<file path="src/rtl/unsigned_decimal_ascii_emitter_core_macros.svh">
// Assertion macros for the decimal ASCII emitter core.
// Used by unsigned_decimal_ascii_emitter_core.sv; needs clk and arst_n in scope.
`ifndef UNSIGNED_DECIMAL_ASCII_EMITTER_CORE_MACROS_SVH
`define UNSIGNED_DECIMAL_ASCII_EMITTER_CORE_MACROS_SVH

// Same-cycle implication, checked out of reset.
`define UDAE_ASSERT_NOW(label, ante, cons, msg) \
	label: assert property (@(posedge clk) disable iff (!arst_n) (ante) |-> (cons)) \
		else $error(msg);

// Next-cycle implication, checked out of reset.
`define UDAE_ASSERT_NEXT(label, ante, cons, msg) \
	label: assert property (@(posedge clk) disable iff (!arst_n) (ante) |=> (cons)) \
		else $error(msg);

`endif

</file>
<file path="src/rtl/udae_pkg.sv">
// Shared types and character codes for the decimal ASCII emitter.
// No dependencies.
package udae_pkg;

	localparam int CHAR_W = 6;

	typedef logic [3:0]        bcd_digit_t;
	typedef logic [CHAR_W-1:0] char_t;

	localparam char_t CHAR_ZERO    = 6'd48;
	localparam char_t CHAR_NINE    = 6'd57;
	localparam char_t CHAR_NEWLINE = 6'd10;

endpackage

</file>
<file path="src/rtl/unsigned_decimal_ascii_emitter_core.sv">
// Channel  | Dir | Signals                      | Item
// s        | in  | s_tvalid s_tready s_tdata    | one unsigned value
// m        | out | m_tvalid m_tready m_tdata    | one ASCII character, tlast on newline
//
// Steps: take a value, then bit-serial double dabble over all VALUE_BITS input bits (one
// input bit shifted into the BCD register per cycle), then drop leading zeros, then emit
// the digits, most significant first, and last the newline.
// Reset (arst_n, async low) clears the sequencer and the output valid.
// A stalled output holds its character; the sequencer waits, and the next value is
// taken as soon as the newline sits in the output register.
// Depends on udae_pkg and unsigned_decimal_ascii_emitter_core_macros.svh.
`include "unsigned_decimal_ascii_emitter_core_macros.svh"

module unsigned_decimal_ascii_emitter_core #(
	parameter int VALUE_BITS = 64
) (
	input  logic        clk,
	input  logic        arst_n,
	input  logic        s_tvalid,
	output logic        s_tready,
	input  logic [63:0] s_tdata,   // [63:0] value
	output logic        m_tvalid,
	input  logic        m_tready,
	output logic [7:0]  m_tdata,   // [5:0] character, [7:6] zero
	output logic        m_tlast    // last
);

	// Decimal digits of 2^VALUE_BITS-1: floor(VALUE_BITS*log10(2))+1
	localparam int DIGITS = ((VALUE_BITS * 1233) >> 12) + 1;
	localparam int BCD_W  = DIGITS * 4;
	localparam int BIT_CW = $clog2(VALUE_BITS + 1);
	localparam int DIG_CW = $clog2(DIGITS + 1);

	localparam logic [2:0] ST_IDLE = 3'd0;
	localparam logic [2:0] ST_CONV = 3'd1;
	localparam logic [2:0] ST_SKIP = 3'd2;
	localparam logic [2:0] ST_EMIT = 3'd3;
	localparam logic [2:0] ST_NL   = 3'd4;

	logic [2:0]            state_q;
	logic [BIT_CW-1:0]     bit_cnt_q;
	logic [DIG_CW-1:0]     dig_cnt_q;
	logic [VALUE_BITS-1:0] bin_q;
	logic [BCD_W-1:0]      bcd_q;
	logic [BCD_W-1:0]      bcd_adj;
	udae_pkg::bcd_digit_t  top_digit;
	udae_pkg::char_t       char_q;
	logic                  last_q;
	logic                  out_valid_q;
	logic                  out_free;
	logic                  load_digit;
	logic                  load_nl;

	// Add three to every BCD digit of five or more before the shift
	always_comb begin
		for (int i = 0; i < DIGITS; i++) begin
			if (bcd_q[4*i +: 4] >= 4'd5) begin
				bcd_adj[4*i +: 4] = bcd_q[4*i +: 4] + 4'd3;
			end else begin
				bcd_adj[4*i +: 4] = bcd_q[4*i +: 4];
			end
		end
	end

	assign top_digit  = bcd_q[BCD_W-1 -: 4];
	assign out_free   = !out_valid_q || m_tready;
	assign load_digit = (state_q == ST_EMIT) && out_free;
	assign load_nl    = (state_q == ST_NL) && out_free;
	assign s_tready   = (state_q == ST_IDLE);

	// Sequence: take value, convert, drop leading zeros, emit digits, emit newline
	always_ff @(posedge clk or negedge arst_n) begin
		if (!arst_n) begin
			state_q   <= ST_IDLE;
			bit_cnt_q <= '0;
			dig_cnt_q <= '0;
		end else begin
			case (state_q)
				ST_IDLE: begin
					if (s_tvalid) begin
						bit_cnt_q <= BIT_CW'(VALUE_BITS);
						state_q   <= ST_CONV;
					end
				end
				ST_CONV: begin
					bit_cnt_q <= bit_cnt_q - 1'b1;
					if (bit_cnt_q == BIT_CW'(1)) begin
						dig_cnt_q <= DIG_CW'(DIGITS);
						state_q   <= ST_SKIP;
					end
				end
				ST_SKIP: begin
					if (top_digit == 4'd0 && dig_cnt_q > DIG_CW'(1)) begin
						dig_cnt_q <= dig_cnt_q - 1'b1;
					end else begin
						state_q <= ST_EMIT;
					end
				end
				ST_EMIT: begin
					if (out_free) begin
						dig_cnt_q <= dig_cnt_q - 1'b1;
						if (dig_cnt_q == DIG_CW'(1)) begin
							state_q <= ST_NL;
						end
					end
				end
				ST_NL: begin
					if (out_free) begin
						state_q <= ST_IDLE;
					end
				end
				default: begin
					state_q <= ST_IDLE;
				end
			endcase
		end
	end

	// Datapath shift registers: binary out at the top, BCD digits out at the top
	always_ff @(posedge clk) begin
		if (state_q == ST_IDLE && s_tvalid) begin
			bin_q <= s_tdata[VALUE_BITS-1:0];
			bcd_q <= '0;
		end else if (state_q == ST_CONV) begin
			bin_q <= {bin_q[VALUE_BITS-2:0], 1'b0};
			bcd_q <= {bcd_adj[BCD_W-2:0], bin_q[VALUE_BITS-1]};
		end else if ((state_q == ST_SKIP && top_digit == 4'd0 && dig_cnt_q > DIG_CW'(1))
				|| load_digit) begin
			bcd_q <= {bcd_q[BCD_W-5:0], 4'd0};
		end
	end

	// Output register valid
	always_ff @(posedge clk or negedge arst_n) begin
		if (!arst_n) begin
			out_valid_q <= 1'b0;
		end else if (load_digit || load_nl) begin
			out_valid_q <= 1'b1;
		end else if (m_tready) begin
			out_valid_q <= 1'b0;
		end
	end

	// Output register payload
	always_ff @(posedge clk) begin
		if (load_digit) begin
			char_q <= udae_pkg::CHAR_ZERO + udae_pkg::char_t'(top_digit);
			last_q <= 1'b0;
		end else if (load_nl) begin
			char_q <= udae_pkg::CHAR_NEWLINE;
			last_q <= 1'b1;
		end
	end

	assign m_tvalid = out_valid_q;
	assign m_tdata  = {2'b00, char_q};
	assign m_tlast  = last_q;

	// Checks
	`UDAE_ASSERT_NOW(a_nl_last, m_tvalid && m_tlast, m_tdata[5:0] == udae_pkg::CHAR_NEWLINE, "newline item has wrong character")
	`UDAE_ASSERT_NOW(a_digit_range, m_tvalid && !m_tlast, m_tdata[5:0] >= udae_pkg::CHAR_ZERO && m_tdata[5:0] <= udae_pkg::CHAR_NINE, "digit item out of range")
	`UDAE_ASSERT_NOW(a_emit_count, state_q == ST_EMIT, dig_cnt_q != '0, "emit with no digits left")
	`UDAE_ASSERT_NEXT(a_conv_done, state_q == ST_CONV && bit_cnt_q == BIT_CW'(1), state_q == ST_SKIP, "conversion did not finish")

endmodule

</file>
<file path="config.mk">
export PLATFORM = sky130hd
export DESIGN_NAME = unsigned_decimal_ascii_emitter_core
export DESIGN_NICKNAME = d
export VERILOG_FILES = /design/src/rtl/udae_pkg.sv /design/src/rtl/unsigned_decimal_ascii_emitter_core.sv
export VERILOG_INCLUDE_DIRS = /design/src /design/src/rtl
export SDC_FILE = /design/constraint.sdc
export NUM_CORES = 1
export LEC_CHECK = 0
export ABC_AREA = 1
export BUFFER_PORTS_ARGS = -buffer_cell sky130_fd_sc_hd__buf_2
export CORE_MARGIN = 2
export CORE_UTILIZATION = 55
export DETAILED_ROUTE_END_ITERATION = 7
export HOLD_SLACK_MARGIN = 0.1
export PLACE_DENSITY = 0.75
export SETUP_SLACK_MARGIN = 0.02
export SYNTH_ARGS = -nofsm -noshare
export SYNTH_HDL_FRONTEND = slang
export SYNTH_SLANG_ARGS = --single-unit
</file>
<file path="constraint.sdc">
create_clock -name clk -period 2.85 [get_ports clk]
set_clock_uncertainty 0.05 [all_clocks]
set_input_delay 0 -clock clk [delete_from_list [all_inputs] [get_ports clk]]
set_output_delay 0 -clock clk [all_outputs]
set_load 0.03 [all_outputs]
</file>
# After elaboration in Yosys (flattened, before gate mapping)
# Cells that the tools add are included.
[op_classes] n_addsub=23 order_cmp=21 eq_ne=13 mux=41 n_reduce_logical=21
[ops] operator="$mux W80" n=2
[ops] operator="$mux W64" n=2
[ops] operator="$ge A4 B3 Y1 const B" n=20
[ops] operator="$add A4 B2 Y4 const B" n=19
[ops] operator="$mux W4" n=19
[ops] operator="$mux W3" n=7
[ops] operator="$mux W5" n=3
[ops] operator="$pmux W3 S5" n=1
[ops] operator="$pmux W5 S3" n=1
[ops] operator="$pmux W7 S2" n=1
[ops] operator="$mux W6" n=2
[ops] operator="$ne A2 B2 Y1 const B" n=6
[ops] operator="$reduce_bool A2 Y1" n=5
[ops] operator="$eq A7 B1 Y1 const B" n=1
[ops] operator="$mux W7" n=1
[ops] operator="$sub A7 B1 Y7 const B" n=1
[ops] operator="$add A5 B5 Y6 const A" n=1
[ops] operator="$eq A3 B2 Y1 const B" n=2
[ops] operator="$logic_and A1 B1 Y1" n=6
[ops] operator="$reduce_and A6 Y1" n=1
[ops] operator="$eq A5 B1 Y1 const B" n=1
[ops] operator="$gt A5 B1 Y1 const B" n=1
[ops] operator="$sub A5 B1 Y5 const B" n=1
[ops] operator="$logic_not A4 Y1" n=1
[ops] operator="other kinds (11)" n=14
[totals] register_bits=167 wordCells=127

# Depth between registers and ports, before layout
[depth] depth_word=6 mapped_depth=12

# Worst setup path after synthesis
# OpenSTA, ideal clock, no wires.
[synth_path] kind="register -> register" start="reg state_q[2]" end="reg bin_q[0], enable pin" arrival_time_ps=2648 t_required_ps=2375 slack_ps=-273 stages_incl_launch_ff=7 n_path_buf=1 cell_sequence="dfrtp_1 nor2_1 nand2_1 nor2_1 inv_2 clkbuf_1 nand2_1"
[synth_via] elab_chain_cells=3 word_cells_on_any_way=4 classes_between="eq/ne: 1; reduce/logical: 3"
[synth_rtl] element="start, declared" line_no="unsigned_decimal_ascii_emitter_core.sv:40" text="logic [2:0] state_q;"
[synth_rtl] element="start signal, assigned" line_no="unsigned_decimal_ascii_emitter_core.sv:74" text="state_q <= ST_IDLE;"
[synth_rtl] element="start signal, assigned" line_no="unsigned_decimal_ascii_emitter_core.sv:82" text="state_q <= ST_CONV;"
[synth_rtl] element="start signal, assigned" line_no="unsigned_decimal_ascii_emitter_core.sv:89" text="state_q <= ST_SKIP;"
[synth_rtl] element="$logic_not A3 Y1" line_no="unsigned_decimal_ascii_emitter_core.sv:121" text="if (state_q == ST_IDLE && s_tvalid) begin"
[synth_rtl] element="$logic_and A1 B1 Y1" line_no="unsigned_decimal_ascii_emitter_core.sv:121"
[synth_rtl] element="$reduce_bool A2 Y1 (no source line) *"
[synth_rtl] element="end signal, assigned" line_no="unsigned_decimal_ascii_emitter_core.sv:122" text="bin_q <= s_tdata[VALUE_BITS-1:0];"
[synth_rtl] element="end signal, assigned" line_no="unsigned_decimal_ascii_emitter_core.sv:125" text="bin_q <= {bin_q[VALUE_BITS-2:0], 1'b0};"
[synth_rtl] element="end, declared" line_no="unsigned_decimal_ascii_emitter_core.sv:43" text="logic [VALUE_BITS-1:0] bin_q;"
# Every way passes the cells marked *; elsewhere a longest branch is shown, timed or not.
# A chain may end at the register's enable or synchronous reset.

# Worst setup path after layout
[layout_path] start="reg state_q[0]" end="reg bcd_q[21]"
[layout_via] elab_chain_cells=5 word_cells_on_any_way=11 classes_between="eq/ne: 3; mux: 1; reduce/logical: 7"
[layout_rtl] element="$eq A3 B2 Y1" line_no="unsigned_decimal_ascii_emitter_core.sv:127" text="end else if ((state_q == ST_SKIP && top_digit == 4'd0 && dig_cnt_q > DIG_CW'(1))"
[layout_rtl] element="$logic_and A1 B1 Y1 (2 in series)" line_no="unsigned_decimal_ascii_emitter_core.sv:127"
[layout_rtl] element="$logic_or A1 B1 Y1" line_no="unsigned_decimal_ascii_emitter_core.sv:128" text="|| load_digit) begin"
[layout_rtl] element="$reduce_bool A2 Y1 (no source line)"
[layout_rtl] element="end signal, assigned" line_no="unsigned_decimal_ascii_emitter_core.sv:126" text="bcd_q <= {bcd_adj[BCD_W-2:0], bin_q[VALUE_BITS-1]};"
[layout_rtl] element="end signal, assigned" line_no="unsigned_decimal_ascii_emitter_core.sv:129" text="bcd_q <= {bcd_q[BCD_W-5:0], 4'd0};"
[layout_rtl] element="end, declared" line_no="unsigned_decimal_ascii_emitter_core.sv:44" text="logic [BCD_W-1:0] bcd_q;"
# Parallel ways exist; a longest one is shown, timed or not.

==> impl_metrics.ini <==
[drt]
detail_route.drc_violations = 0
routed_len_inst_um = 12.48
routed-via-count = 9764
detail_route.vias_per_cell = 5.205
drt_wl_total_mm = 23.40
detail_route.first_pass.iterations = 5
first_iter_violations = 925
drtAntennaViolNets = 0

[cts]
h-tree-depth = 4
cts.sinks = 166
clock_insertion_delay_worst_skew_ps = 430
cts_tree = done
cts.clk_slew.worst_paths_ps = 70
cts.root.buffer_cell = sky130_fd_sc_hd__clkbuf_16
cts_made_buffers = 17
ctsLongestPathBuffers = 2

[worst_hold_path]
min-delay-path-class = primary input to flop

[sta]
finalHoldViolCount = 0
timing.max_slew.rel_slack_pct = 44.95
worst-slew-pin-transition_ps = 825.7
report.final.setup_viol = 0
final_critical_path_required_period_ps = 2222
timing.setup.tns_ps = 0
rsz0062_at_grt = no
fin_crit_sh_pct = 77.97
clock.fmax_ghz = 0.4500
maxSlewViolCount = 0

[floorplanning]
start_util_pct = 56.07
die_width_um = 139.6
die_y_um = 139.6
core_area_um2 = 18020
floorplan.die_area_um2 = 19480
std_cell_rows = 49
ios = 79

[logic_synthesis]
yosys.area.top_type = sky130_fd_sc_hd__nand2_1
post-synth-top-count-cell = sky130_fd_sc_hd__nand2_1
synth_sequential_area_ratio_pct = 40.51
syn_inst = 1526
synth_warnings = 0
edff_count_synth = 69
netlist-cell-type-count = 24
yosys_register_bits = 166
synth_area_um2 = 10110
synth-main-ff-cell = sky130_fd_sc_hd__dfxtp_1
postSynthAreaPerCell_um2 = 6.623
post_synth_most_frequent_cells = sky130_fd_sc_hd__nand2_1, sky130_fd_sc_hd__nor2_1, sky130_fd_sc_hd__nand3_1
share_of_flip_flops_with_an_asynchronous_set_or_reset_after_synthesis_pct = 9.639
synth_top_cell_area_share_pct = 22.39
synth.top_cells.by_area = sky130_fd_sc_hd__nand2_1, sky130_fd_sc_hd__edfxtp_1, sky130_fd_sc_hd__dfxtp_1

[setup_path]
cp_num_buf_inv = 1
critPathTopFamily = simple AND/OR/NAND/NOR gates
critical_path_at_ps = 2530
critPathMaxStageDelay_ps = 480
critPathMaxFanout = 33
cp.required_ps = 3160
cpMaxStageDelayCell = sky130_fd_sc_hd__nand3_2
path_class = flop to flop
cpMostUsedCell = sky130_fd_sc_hd__nor2_1
worst_setup_path_start_kind = flop
worstSetupEndpointType = flop
crit_chain = nor2_1 > nand2_1 > nor2_1 > nand3_2 > buf_12 > nand3_1 > nand2_1 > nor2_1

[power_and_ir_drop]
cellPowerDensity_nw_per_um2 = 1346
ir_worst_vdd_mv = 0.8128
post-layout-total-power_mw = 16.01
cellLeakagePower_nw = 6.179

[status]
result_of_the_run = complete, no violations

[finish]
final_layout_size_suffix_gt1_share_pct = 8.075
layout.cells.non_filler = 1876
areaGrowthSynthToFinish_pct = 17.65
antenna_cells = 0
num-nets-final = 1747
area_of_all_placed_cells_without_fillers_um2 = 11890

[global_route]
grt_overflow = 0
grt_util_all_layers_pct = 24.68
pin_count_of_the_biggest_net_entering_global_routing = 145
first_global_vias = 9200
grt_antenna_before_repair = 0
grt_first_pass_wirelength_mm = 40.90

[placed_design]
number_of_port_buffers = 76
detailedPlacementHpwl_mm = 13.36
placed_area_um2 = 10630
gp_congestion = 0.8266
dpl.cell_count = 1777

[run]
cap_viol_max_count = 0
-- metrics by stage --
stage               hold slack, ps  utilization [%]  setup WS [ps]
floorplan                   -345.6                -          334.1
global placement            -111.0            58.99          722.6
detailed placement          -98.78            58.99          657.3
CTS                          133.7            65.97          654.4
global route                 183.2            65.97          410.6
finish                       137.9            65.97          627.7
-- final timing paths --
kind                            start            to  slack, ps  depth (start not counted)
min                          s_tvalid    state_q[1]        140                          7
max reg2reg                state_q[0]     bcd_q[21]        630                          8
min reg2reg                   m_tlast       m_tlast        410                          2
max                        state_q[0]     bcd_q[21]        630                          8
min in group asynchronous      arst_n  bit_cnt_q[6]        650                          3
max in group asynchronous      arst_n    state_q[1]       1640                          3
-- tightest hold or removal path, stage by stage --
cell                      delay [ps]
sky130_fd_sc_hd__buf_2            90
sky130_fd_sc_hd__inv_1           110
sky130_fd_sc_hd__nand3_1         110
sky130_fd_sc_hd__nand3_1          90
sky130_fd_sc_hd__nor2_1           60
sky130_fd_sc_hd__nand3_1          60
sky130_fd_sc_hd__nand2_1          50
-- final cells by class --
cell class / count / area (µm²)
clock buffer: 17 / 425.4
clock inverter: 15 / 162.7
fill: 1514 / 6133
inverter: 127 / 479.2
multi-input combinational: 1167 / 5253
sequential: 166 / 4094
tap: 229 / 286.5
timing repair buffer: 155 / 1191
-- registers in the layout (all words and copies together), names as in the netlist --
signal,cells
char_q,5
bcd_q,80
state_q,3
m_tvalid,1
dig_cnt_q,5
m_tlast,1
bin_q,64
bit_cnt_q,7
-- power by group --
part           switching, mW  internal (mW)
sequential             0.732           4.11
clock                   1.13           1.19
combinational           5.82           3.04
-- placed cells by master, fill, tap and decap left out, types with 2 or more instances in the layout --
cell type                       instances
sky130_fd_sc_hd__buf_12                 4
sky130_fd_sc_hd__nand4_1               38
sky130_fd_sc_hd__inv_8                  7
sky130_fd_sc_hd__nand2_1              602
sky130_fd_sc_hd__nand3_1              203
sky130_fd_sc_hd__nor2_1               205
sky130_fd_sc_hd__buf_2                 76
sky130_fd_sc_hd__dfrtp_1               16
sky130_fd_sc_hd__edfxtp_1              69
sky130_fd_sc_hd__inv_2                  4
sky130_fd_sc_hd__dlygate4sd3_1         67
sky130_fd_sc_hd__clkbuf_16             17
sky130_fd_sc_hd__a21oi_1                8
sky130_fd_sc_hd__nand3_2                2
sky130_fd_sc_hd__o21ai_0               53
sky130_fd_sc_hd__conb_1                 2
sky130_fd_sc_hd__buf_4                  8
sky130_fd_sc_hd__clkinv_8               2
sky130_fd_sc_hd__nor2_4                 3
sky130_fd_sc_hd__inv_6                  5
sky130_fd_sc_hd__dfxtp_1               81
sky130_fd_sc_hd__inv_1                122
sky130_fd_sc_hd__ha_1                  45
-- cells by family (layout without fill, tap and decap cells) --
logic type               count (synthesis)  in the layout  synth area share [%]
AO/OA/AOI/OAI                           63             63                 3.132
multiplexers                             1              1               0.09904
AND/OR/NAND/NOR                       1056           1056                 42.84
other                                    1              2               0.03710
flip-flops                             166            166                 40.51
adder cells (fa/ha/maj)                 45             45                 5.571
buffers and inverters                  194            314                 7.811
-- metal layers --
| layer | up-vias | share of wire, % | GRT usage (%) |
|---|---|---|---|
| met5 | - | 0 | 0 |
| met4 | 0 | 1.2 | 6.632 |
| met3 | 27 | 4.9 | 4.783 |
| met2 | 259 | 49 | 43.06 |
| met1 | 4399 | 45 | 31.50 |
| li1 | 5079 | - | - |
-- what timing repair did --
action                    CTS  global route
resized for setup           0             0
buffers inserted            0             0
hold endpoints to repair   83             0
hold buffers               67             0
Power figures use the tool's default switching activity.
